<file path="src/design/transaction_slot_table_defines.svh">
// Assertion helpers for the design file that carries concurrent checks.
`ifndef TRANSACTION_SLOT_TABLE_DEFINES_SVH
`define TRANSACTION_SLOT_TABLE_DEFINES_SVH

// The consequent must hold in the same cycle as the antecedent.
`define TST_ASSERT_SAME(label, clk, rst, ante, cons) \
  label: assert property (@(posedge clk) disable iff (rst) (ante) |-> (cons)) \
    else $error("transaction_slot_table: same-cycle check failed");

// The consequent must hold in the cycle after the antecedent.
`define TST_ASSERT_NEXT(label, clk, rst, ante, cons) \
  label: assert property (@(posedge clk) disable iff (rst) (ante) |=> (cons)) \
    else $error("transaction_slot_table: next-cycle check failed");

`endif

</file>
<file path="src/design/tst_pkg.sv">
`default_nettype none

package tst_pkg;

  localparam int SLOT_COUNT = 8;
  localparam int SLOT_W = (SLOT_COUNT > 1) ? $clog2(SLOT_COUNT) : 1;

  localparam logic [2:0] OP_ALLOC  = 3'd0;
  localparam logic [2:0] OP_ACTIVE = 3'd1;
  localparam logic [2:0] OP_COMMIT = 3'd2;
  localparam logic [2:0] OP_ABORT  = 3'd3;
  localparam logic [2:0] OP_READ   = 3'd4;

  localparam logic [2:0] RS_OK        = 3'd0;
  localparam logic [2:0] RS_NO_AREA   = 3'd1;
  localparam logic [2:0] RS_BAD_INDEX = 3'd2;
  localparam logic [2:0] RS_FULL      = 3'd3;
  localparam logic [2:0] RS_BAD_STATE = 3'd4;
  localparam logic [2:0] RS_BAD_STAMP = 3'd5;
  localparam logic [2:0] RS_SLOT_FREE = 3'd6;

  localparam logic [1:0] SLOT_FREE      = 2'd0;
  localparam logic [1:0] SLOT_ACTIVE    = 2'd1;
  localparam logic [1:0] SLOT_COMMITTED = 2'd2;
  localparam logic [1:0] SLOT_ABORTED   = 2'd3;

  typedef struct packed {
    logic [2:0]  op;
    logic [7:0]  slot_index;
    logic [31:0] owner_id;
    logic [63:0] write_stamp;
    logic [63:0] commit_stamp;
    logic [63:0] undo_head;
  } tst_in_t;

  typedef struct packed {
    logic [2:0]  status;
    logic [2:0]  slot_out;
    logic [1:0]  state_out;
    logic [31:0] owner_out;
    logic [15:0] reuse_count;
    logic [63:0] commit_out;
    logic [63:0] write_out;
    logic [63:0] undo_out;
    logic        commit_cached;
  } tst_out_t;

  // Wide per-slot contents kept in the payload RAM.
  typedef struct packed {
    logic [15:0] reuse;
    logic [63:0] commit;
    logic [63:0] write;
    logic [63:0] undo;
  } tst_slot_t;

  localparam int SLOT_DATA_W = $bits(tst_slot_t);

endpackage

`default_nettype wire

</file>
<file path="src/design/transaction_slot_table.sv">
// Transaction slot table: one operation per beat, one result beat per operation.
// The request is registered at acceptance and the execute state registers the result.
// New operations stall until the current one ends its payload RAM read-modify-write.
// A stalled result holds the block in its execute cycle until the result register frees up.
// Reset (rst, synchronous, active high) frees every slot at once through per-slot valid
// bits and the state flops; there is no clearing pass, and area_present returns to 1.
`default_nettype none

`include "transaction_slot_table_defines.svh"

module transaction_slot_table (
  input  wire logic              clk,
  input  wire logic              rst,
  input  wire logic              in_valid,
  output logic                   in_stall,
  input  wire tst_pkg::tst_in_t  in_data,
  output logic                   out_valid,
  input  wire logic              out_stall,
  output tst_pkg::tst_out_t      out_data,
  input  wire logic              cfg_we,
  input  wire logic              cfg_wdata
);

  import tst_pkg::*;

  typedef enum logic {
    S_IDLE,
    S_EXEC
  } fsm_t;

  fsm_t fsm;

  // The slot state and owner words live in flops because allocate looks at all of
  // them at once. The wide payload (reuse counter, stamps, undo head) lives in a RAM
  // with a registered read; a valid bit per slot makes a never-written
  // entry read as its reset value of zero.
  logic [1:0]  tag_state [SLOT_COUNT];
  logic [31:0] tag_owner [SLOT_COUNT];
  logic [SLOT_COUNT-1:0] data_valid;

  logic area_present;

  // Request captured at acceptance.
  tst_in_t           req;
  logic [SLOT_W-1:0] req_slot;
  logic              req_alloc_hit;
  logic              req_bad_index;

  logic in_fire;
  logic exec_fire;

  logic [SLOT_W-1:0] alloc_slot;
  logic              alloc_hit;
  logic [SLOT_W-1:0] sel_slot;

  tst_slot_t ram_rd_data;
  tst_slot_t ram_wr_data;
  logic      ram_we;

  tst_out_t  result;

  assign in_stall  = (fsm != S_IDLE);
  assign in_fire   = in_valid && !in_stall;
  // The execute cycle completes once the result register is empty or being drained.
  assign exec_fire = (fsm == S_EXEC) && (!out_valid || !out_stall);

  always_ff @(posedge clk) begin
    if (rst) begin
      area_present <= 1'b1;
    end else if (cfg_we) begin
      area_present <= cfg_wdata;
    end
  end

  // Allocate search: an active slot of the same owner wins, then the first free slot,
  // then the first committed or aborted slot. The loops run from the top down so that
  // the lowest matching slot is the one that remains.
  always_comb begin
    logic [SLOT_W-1:0] own_slot;
    logic [SLOT_W-1:0] free_slot;
    logic [SLOT_W-1:0] reuse_slot;
    logic              own_hit;
    logic              free_hit;
    logic              reuse_hit;
    own_slot   = '0;
    free_slot  = '0;
    reuse_slot = '0;
    own_hit    = 1'b0;
    free_hit   = 1'b0;
    reuse_hit  = 1'b0;
    for (int i = SLOT_COUNT - 1; i >= 0; i--) begin
      if (tag_state[i] == SLOT_ACTIVE && tag_owner[i] == in_data.owner_id) begin
        own_slot = SLOT_W'(i);
        own_hit  = 1'b1;
      end
      if (tag_state[i] == SLOT_FREE) begin
        free_slot = SLOT_W'(i);
        free_hit  = 1'b1;
      end
      if (tag_state[i] != SLOT_ACTIVE) begin
        reuse_slot = SLOT_W'(i);
        reuse_hit  = 1'b1;
      end
    end
    alloc_hit = own_hit || free_hit || reuse_hit;
    if (own_hit) begin
      alloc_slot = own_slot;
    end else if (free_hit) begin
      alloc_slot = free_slot;
    end else begin
      alloc_slot = reuse_slot;
    end
  end

  assign sel_slot = (in_data.op == OP_ALLOC) ? alloc_slot : in_data.slot_index[SLOT_W-1:0];

  always_ff @(posedge clk) begin
    if (in_fire) begin
      req           <= in_data;
      req_slot      <= sel_slot;
      req_alloc_hit <= alloc_hit;
      req_bad_index <= (in_data.slot_index >= 8'(SLOT_COUNT));
    end
  end

  tst_ram #(
    .WIDTH (SLOT_DATA_W),
    .DEPTH (SLOT_COUNT)
  ) u_payload_ram (
    .clk     (clk),
    .wr_en   (ram_we),
    .wr_addr (req_slot),
    .wr_data (ram_wr_data),
    .rd_en   (in_fire),
    .rd_addr (sel_slot),
    .rd_data (ram_rd_data)
  );

  // Execute: check preconditions in order, modify the slot and build the result beat.
  // A failing operation leaves the table untouched and reports only its status.
  logic [1:0]  new_state;
  logic [31:0] new_owner;
  tst_slot_t   new_data;
  logic        tag_we;

  always_comb begin
    logic [1:0]  cur_state;
    logic [31:0] cur_owner;
    tst_slot_t   cur_data;
    logic [2:0]  status;
    logic        writes;
    cur_state = tag_state[req_slot];
    cur_owner = tag_owner[req_slot];
    cur_data  = data_valid[req_slot] ? ram_rd_data : '0;
    new_state = cur_state;
    new_owner = cur_owner;
    new_data  = cur_data;
    writes    = 1'b0;
    status    = RS_OK;

    if (!area_present) begin
      status = RS_NO_AREA;
    end else if (req.op > OP_READ) begin
      status = RS_BAD_STATE;
    end else if (req.op == OP_ALLOC) begin
      if (!req_alloc_hit) begin
        status = RS_FULL;
      end
    end else if (req_bad_index) begin
      status = RS_BAD_INDEX;
    end else begin
      case (req.op)
        OP_ACTIVE: begin
          // Rebinding a slot counts as a reuse unless it was free or already ours.
          if (cur_state != SLOT_FREE &&
              !(cur_state == SLOT_ACTIVE && cur_owner == req.owner_id)) begin
            new_data.reuse = cur_data.reuse + 16'd1;
          end
          new_state      = SLOT_ACTIVE;
          new_owner      = req.owner_id;
          new_data.commit = '0;
          new_data.write = req.write_stamp;
          new_data.undo  = req.undo_head;
          writes         = 1'b1;
        end
        OP_COMMIT: begin
          if (req.commit_stamp == '0) begin
            status = RS_BAD_STAMP;
          end else if (cur_state != SLOT_ACTIVE) begin
            status = RS_BAD_STATE;
          end else begin
            new_state       = SLOT_COMMITTED;
            new_data.commit = req.commit_stamp;
            writes          = 1'b1;
          end
        end
        OP_ABORT: begin
          if (cur_state != SLOT_ACTIVE) begin
            status = RS_BAD_STATE;
          end else begin
            new_state       = SLOT_ABORTED;
            new_data.commit = '0;
            writes          = 1'b1;
          end
        end
        default: begin
          if (cur_state == SLOT_FREE) begin
            status = RS_SLOT_FREE;
          end
        end
      endcase
    end

    result = '0;
    if (status != RS_OK) begin
      result.status = status;
    end else begin
      result.status        = RS_OK;
      result.slot_out      = 3'(req_slot);
      result.state_out     = new_state;
      result.owner_out     = new_owner;
      result.reuse_count   = new_data.reuse;
      result.commit_out    = new_data.commit;
      result.write_out     = new_data.write;
      result.undo_out      = new_data.undo;
      result.commit_cached = (new_state == SLOT_COMMITTED) && (new_data.commit != '0);
    end

    tag_we = exec_fire && (status == RS_OK) && writes;
  end

  assign ram_we      = tag_we;
  assign ram_wr_data = new_data;

  always_ff @(posedge clk) begin
    if (rst) begin
      for (int i = 0; i < SLOT_COUNT; i++) begin
        tag_state[i] <= SLOT_FREE;
        tag_owner[i] <= '0;
      end
      data_valid <= '0;
    end else if (tag_we) begin
      tag_state[req_slot]  <= new_state;
      tag_owner[req_slot]  <= new_owner;
      data_valid[req_slot] <= 1'b1;
    end
  end

  // Sequencer and result register.
  always_ff @(posedge clk) begin
    if (rst) begin
      fsm       <= S_IDLE;
      out_valid <= 1'b0;
    end else begin
      case (fsm)
        S_IDLE: begin
          if (in_fire) begin
            fsm <= S_EXEC;
          end
        end
        S_EXEC: begin
          if (exec_fire) begin
            fsm <= S_IDLE;
          end
        end
        default: begin
          fsm <= S_IDLE;
        end
      endcase
      if (exec_fire) begin
        out_valid <= 1'b1;
        out_data  <= result;
      end else if (!out_stall) begin
        out_valid <= 1'b0;
      end
    end
  end

  // An accepted beat always moves the sequencer into its execute cycle.
  `TST_ASSERT_NEXT(a_accept_to_exec, clk, rst, in_fire, fsm == S_EXEC)
  // Table updates happen only while an operation completes.
  `TST_ASSERT_SAME(a_write_in_exec, clk, rst, tag_we, exec_fire)
  // A completed operation always produces a result beat.
  `TST_ASSERT_NEXT(a_exec_gives_result, clk, rst, exec_fire, out_valid)
  // A failing operation carries nothing but its status.
  `TST_ASSERT_SAME(a_error_fields_zero, clk, rst,
    out_valid && out_data.status != RS_OK,
    out_data.owner_out == '0 && out_data.state_out == SLOT_FREE && !out_data.commit_cached)

endmodule

`default_nettype wire

</file>
<file path="src/design/tst_ram.sv">
`default_nettype none

module tst_ram #(
  parameter int WIDTH = 8,
  parameter int DEPTH = 8,
  localparam int ADDR_W = (DEPTH > 1) ? $clog2(DEPTH) : 1
) (
  input  wire logic              clk,
  input  wire logic              wr_en,
  input  wire logic [ADDR_W-1:0] wr_addr,
  input  wire logic [WIDTH-1:0]  wr_data,
  input  wire logic              rd_en,
  input  wire logic [ADDR_W-1:0] rd_addr,
  output logic      [WIDTH-1:0]  rd_data
);

  logic [WIDTH-1:0] mem [DEPTH];

  always_ff @(posedge clk) begin
    if (wr_en) begin
      mem[wr_addr] <= wr_data;
    end
    if (rd_en) begin
      rd_data <= mem[rd_addr];
    end
  end

endmodule

`default_nettype wire
</file>
<file path="config.mk">
export PLATFORM = sky130hd
export DESIGN_NAME = transaction_slot_table
export DESIGN_NICKNAME = d
export VERILOG_FILES = /design/src/design/tst_pkg.sv /design/src/design/transaction_slot_table.sv /design/src/design/tst_ram.sv
export VERILOG_INCLUDE_DIRS = /design/src /design/src/design
export SDC_FILE = /design/constraint.sdc
export NUM_CORES = 2
export LEC_CHECK = 0
export ABC_CLOCK_PERIOD_IN_PS = 38600
export BUFFER_PORTS_ARGS = -buffer_cell sky130_fd_sc_hd__buf_2
export CAP_MARGIN = 20
export CORE_MARGIN = 5
export CORE_UTILIZATION = 63
export DETAILED_ROUTE_END_ITERATION = 10
export PLACE_DENSITY_LB_ADDON = 0.3
export SLEW_MARGIN = 30
export SYNTH_ARGS = -nofsm -noshare
export SYNTH_HDL_FRONTEND = slang
export SYNTH_SLANG_ARGS = --single-unit
</file>
<file path="constraint.sdc">
create_clock -name clk -period 38.6 [get_ports clk]
set_input_delay 1.93 -clock clk [delete_from_list [all_inputs] [get_ports clk]]
set_output_delay 1.93 -clock clk [all_outputs]
set_load 0.03 [all_outputs]
</file>
Word-level counts from Yosys, hierarchy flattened. Memory sizes are Yosys's and may differ from the RTL's. A register that Yosys moved wholly into a read port is not among the register bits. Cells that the tools add are included. W data, S select, Z words.

Memories: 3. Bits in writable memories: 1936. Input port bits: 241. Register bits after elaboration: 492. Output and inout port bits: 251. Logic and storage cells: 221.

Bitwise operators: 3. Multiplexer cells: 115. Reductions and logical operators: 42. Eq/ne operators: 32. Add/sub/neg operators: 1. Magnitude comparators: 4.

Memories: u_payload_ram.mem (words 8, width 208, read ports 1, clocked after Yosys merged registers in 1, wr ports 1, RTL line tst_ram.sv:17) `logic [WIDTH-1:0] mem [DEPTH];`; tag_owner (words 8, width 32, read ports 9, clocked after Yosys merged registers in 1, wr ports 8, RTL line transaction_slot_table.sv:38) `logic [31:0] tag_owner [SLOT_COUNT];`; tag_state (words 8, width 2, read ports 9, clocked after Yosys merged registers in 1, wr ports 8, RTL line transaction_slot_table.sv:37) `logic [1:0] tag_state [SLOT_COUNT];`.

Operators by type and width (number): $mux W208 (5); $eq A32 B32 Y1 (9); $mux W32 (6); $mux W64 (3); $pmux W64 S3 (1); $mux W128 (1); $mux W3 (38); $logic_not A64 Y1 (1); $reduce_bool A64 Y1 (1); $mux W1 (44); $mux W16 (2); $reduce_or A32 Y1 (1); $ne A2 B1 Y1 const B (10); $eq A2 B1 Y1 const B (9); $logic_not A2 Y1 (9); $mux W2 (9); $add A16 B1 Y16 const B (1); $logic_and A1 B1 Y1 (16); $logic_not A3 Y1 (3); $pmux W3 S3 (1); $ge A8 B4 Y1 const B (1); $or A8 B8 Y8 (1); $eq A3 B2 Y1 const B (2); $pmux W2 S3 (1); other kinds (16) (22).

Depth between registers and ports, before layout.
Depth after elaboration: 16. Gate-level depth with buffers: 16. Depth with buffers taken out: 11.

By module. A second synthesis with hierarchy kept.

Cell total of the unflattened synthesis: 5563. Area, all modules: 104896.9 um2.

Modules (own cells, without submodules): tst_ram (instances 1, seq. area each 56213.9 um2, cells an instance 2624, area an instance 68669.6 um2); transaction_slot_table (instances 1, seq. area each 22892.0 um2, cells an instance 2939, area an instance 36227.2 um2).

Worst setup path before layout. Ideal clock, no wire load.

Kind: input port to flip-flop. From: input out_stall. To: memory tag_owner[0][0] (enable). Cell stages on the path: 4. Setup time: 0.377 ns. Required time: 38.223 ns. Slack: 12.084 ns. Path buffers: 0. Arrival time: 26.139 ns. Cells stage by stage: nand2_1 nand2_1 nor4b_1 or2_2.

RTL lines: from (decl) (RTL line transaction_slot_table.sv:18) `input wire logic out_stall,`; to (decl) (RTL line transaction_slot_table.sv:38).

Worst setup path in the final report.
From: input in_data[208] (netlist name). To: register u_payload_ram.rd_data[114], read port of u_payload_ram.mem (data pin).

Word-level cells in the longest chain between the ends: 12. Elaborated cells on any way between the ends: 34. Classes of those cells: 8 x eq/ne; 18 x mux; 8 x reduce/logical.

RTL lines: from (decl) (RTL line transaction_slot_table.sv:16) `input wire tst_pkg::tst_in_t in_data,`; $eq A32 B32 Y1 (RTL line transaction_slot_table.sv:92) `if (tag_state[i] == SLOT_ACTIVE && tag_owner[i] == in_data.owner_id) begin`; $logic_and A1 B1 Y1 (RTL line transaction_slot_table.sv:92); $mux W3 or $mux W1 (tied branches) (8 in a row) (RTL line transaction_slot_table.sv:92); $mux W3 * (RTL line transaction_slot_table.sv:106) `if (own_hit) begin`; $mux W3 * (RTL line transaction_slot_table.sv:115) `assign sel_slot = (in_data.op == OP_ALLOC) ? alloc_slot : in_data.slot_index[SLOT_W-1:0];`; to (decl) (RTL line tst_ram.sv:14) `output logic [WIDTH-1:0] rd_data`.

Mark *: on every way between the ends. The rest lies on a longest branch, timed or not. A chain may end at the register's enable or synchronous reset.

==> out/results.ini <==
[cts]
clk_pin_slew_worst_paths_ps=60
clockBufferDepth=4
cts_setup_buffers=0
cts-hold-fix-buffers=0
cts_sinks=2639
clock_latency_ps=920
ctsHtreeMaxLevel=5
cts-buffers-inserted=279
root_buffer=clkbuf_16
cts_tree=done
post_cts_resized=0

[logic_synthesis]
synthCells=7370
synth-async-reset-ratio=0
ys_seq_elements=2639
yosysWarnings=0
synth-edff-count=2625
syn_nets=7612
synth_ff_type=edfxtp_1
synth_top_area_share=0.742
synth_top_cell_by_area=edfxtp_1
avgSynthCellArea_sq_um=14.4
synth.area.top_cells=edfxtp_1 (74%), o21ai_0 (4.0%), nand3_1 (2.7%)
ys_seq_area_frac=0.744
ys_types=66
syn-cell-area_sq_um=106000

[global_routing]
gr-total-overflow=0
grt_pass1_vias=67638
gr-max-usage-layer=met2
grt_pass1_wl_um=438000
grt_util_met3=0.0641
antenna_found_initial=8
grt_max_degree=183
track_usage=0.337
met1_usage=0.447
globalRouteMet2Util=0.535

[floorplan]
die_x_um=421
die_area_sq_um=177000
io_pins=492
die_height_um=421
row_count=150
initial_utilization=0.635
core_area_sq_um=167000

[placed_design]
dp_hpwl_um=165000
dp_slack_ps=30250
gp_congestion=1.05
port_buffers=491
dpl_cell_area_sq_um=111000

[routing]
drtIter0Drc=10196
dr_total_vias=68502
via_per_inst=6.77
drc=0
ant_nets=0
wl_per_cell_um=29.8
first_pass_iters=6
drt-total-wl_um=302000

[sta]
rsz0062_at_grt=false
hold_viol=0
finClkSkew_ps=54.5
max_freq_mhz=134
slew_violations=0
min_period_ps=7450
worst_pin_slew_ps=1180
period_share=0.193
slew_headroom=0.212
finalSetupViolCount=0
setup_ws_ps=31150
fin_tns_setup_ps=0

[worst_setup_path]
critical_path_class=in2reg
cp_data_required_time_ps=39260
cp-end-kind=flop
r2r_start=tag_owner[1][16]
crit_start=in_data[208]
start_kind=input port
cp_max_fo=86
rrSetupSlack_ps=31890
arrival_ps=8120

[final_layout]
multi_input_area_sq_um=24900
layout-drive-gt1-share=0.137
final_area_sq_um=119000
layout_commonest_cell=edfxtp_1
regArea_sq_um=79100
area_delta_synth_final_pct=12.0
layout_common_cells=edfxtp_1 (2625), o21ai_0 (837), nand2_1 (742)
layout.nets=7965
fill_cells=10617

[outcome]
outcome=finished, final reports clean

[pwr]
vdd_drop_max_mv=0.0448
p_leak_nw=43.6
powerDensity_nw_per_um2=51.0

[run]
cap_violations=0

[min_path]
hp-start=data_valid[2]
min_path_type=reg2reg

worst max-delay path, stage by stage:
cell     delay (ps)
buf_2           180
xnor2_1         400
nand4_1         140
nor4_1          320
nand4_1         170
nor4_1          750
nor2_1          160
a31oi_4         210
buf_12          340
buf_16          430
and2_4          800
buf_4           870
buf_6           720
nand3_1         210
and3_1          240
final cells by class:
class / instances / area share
timing repair buffer: 608 / 0.0315
multi-input combinational: 4151 / 0.209
tap: 2204 / 0.0232
clock buffer: 346 / 0.0624
antenna: 3 / 0.0000631
clock inverter: 118 / 0.00699
inverter: 44 / 0.00156
sequential: 2639 / 0.665
where the power goes:
part,internal (mW),switching [mW]
clock network,1.43,1.06
logic,0.106,0.259
registers,3.18,0.0378
flip-flops by register name (all words and copies together) (netlist names), named ones only:
signal / cells
req_alloc_hit: 1
tag_state: 16
area_present: 1
u_payload_ram.rd_data: 208
data_valid: 8
in_stall: 1
req: 227
out_data: 249
tag_owner: 256
u_payload_ram.mem: 1664
req_bad_index: 1
out_valid: 1
req_slot: 3
metrics by stage:
stage	hold slack [ps]	instances	power (mW)	utilization
floorplan	435	7370	3.50	-
global placement	444	9632	3.62	0.659
detailed placement	459	9640	3.63	0.660
CTS	472	10104	6.08	0.709
global route	516	10112	6.24	0.711
finish	469	10113	6.07	0.711
cells by family after synthesis:
| logic type | after synthesis | synth area share |
|---|---|---|
| AND/OR/NAND/NOR | 2217 | 0.0969 |
| AO/OA/AOI/OAI | 1314 | 0.0723 |
| flip-flops | 2639 | 0.744 |
| buffers and inverters | 580 | 0.0230 |
| adder cells (fa/ha/maj) | 1 | 0.000118 |
| XOR/XNOR | 303 | 0.0250 |
| multiplexers | 316 | 0.0383 |
synth_stat cells (23+ instances only):
master    instances
inv_1            43
nor3_1           39
nand2_1         744
nor2_1          398
buf_2            91
mux2i_1         241
a22oi_1          27
and3_1          218
xor2_1          166
o21ai_1          23
buf_1            54
nor4_1           82
xnor2_1         137
o21ai_0         847
a22o_1           34
nor2b_1          50
clkbuf_1        365
nand3_1         570
edfxtp_1       2625
nand4_1          59
mux4_2           72
a21oi_1         140
a32oi_1         207
path summary, 6_finish.rpt:
check                                to  cells past startpoint
max          u_payload_ram.rd_data[114]                     15
min                       data_valid[2]                      2
max reg2reg  u_payload_ram.rd_data[114]                     14
min reg2reg               data_valid[2]                      2
layer usage:
metal | wire (um) | up-vias
met5 | 25 | -
met4 | 18700 | 4
met3 | 33700 | 924
met2 | 143000 | 5197
met1 | 106000 | 33704
li1 | - | 28673
Note: power is estimated with default switching activity, not from simulation.
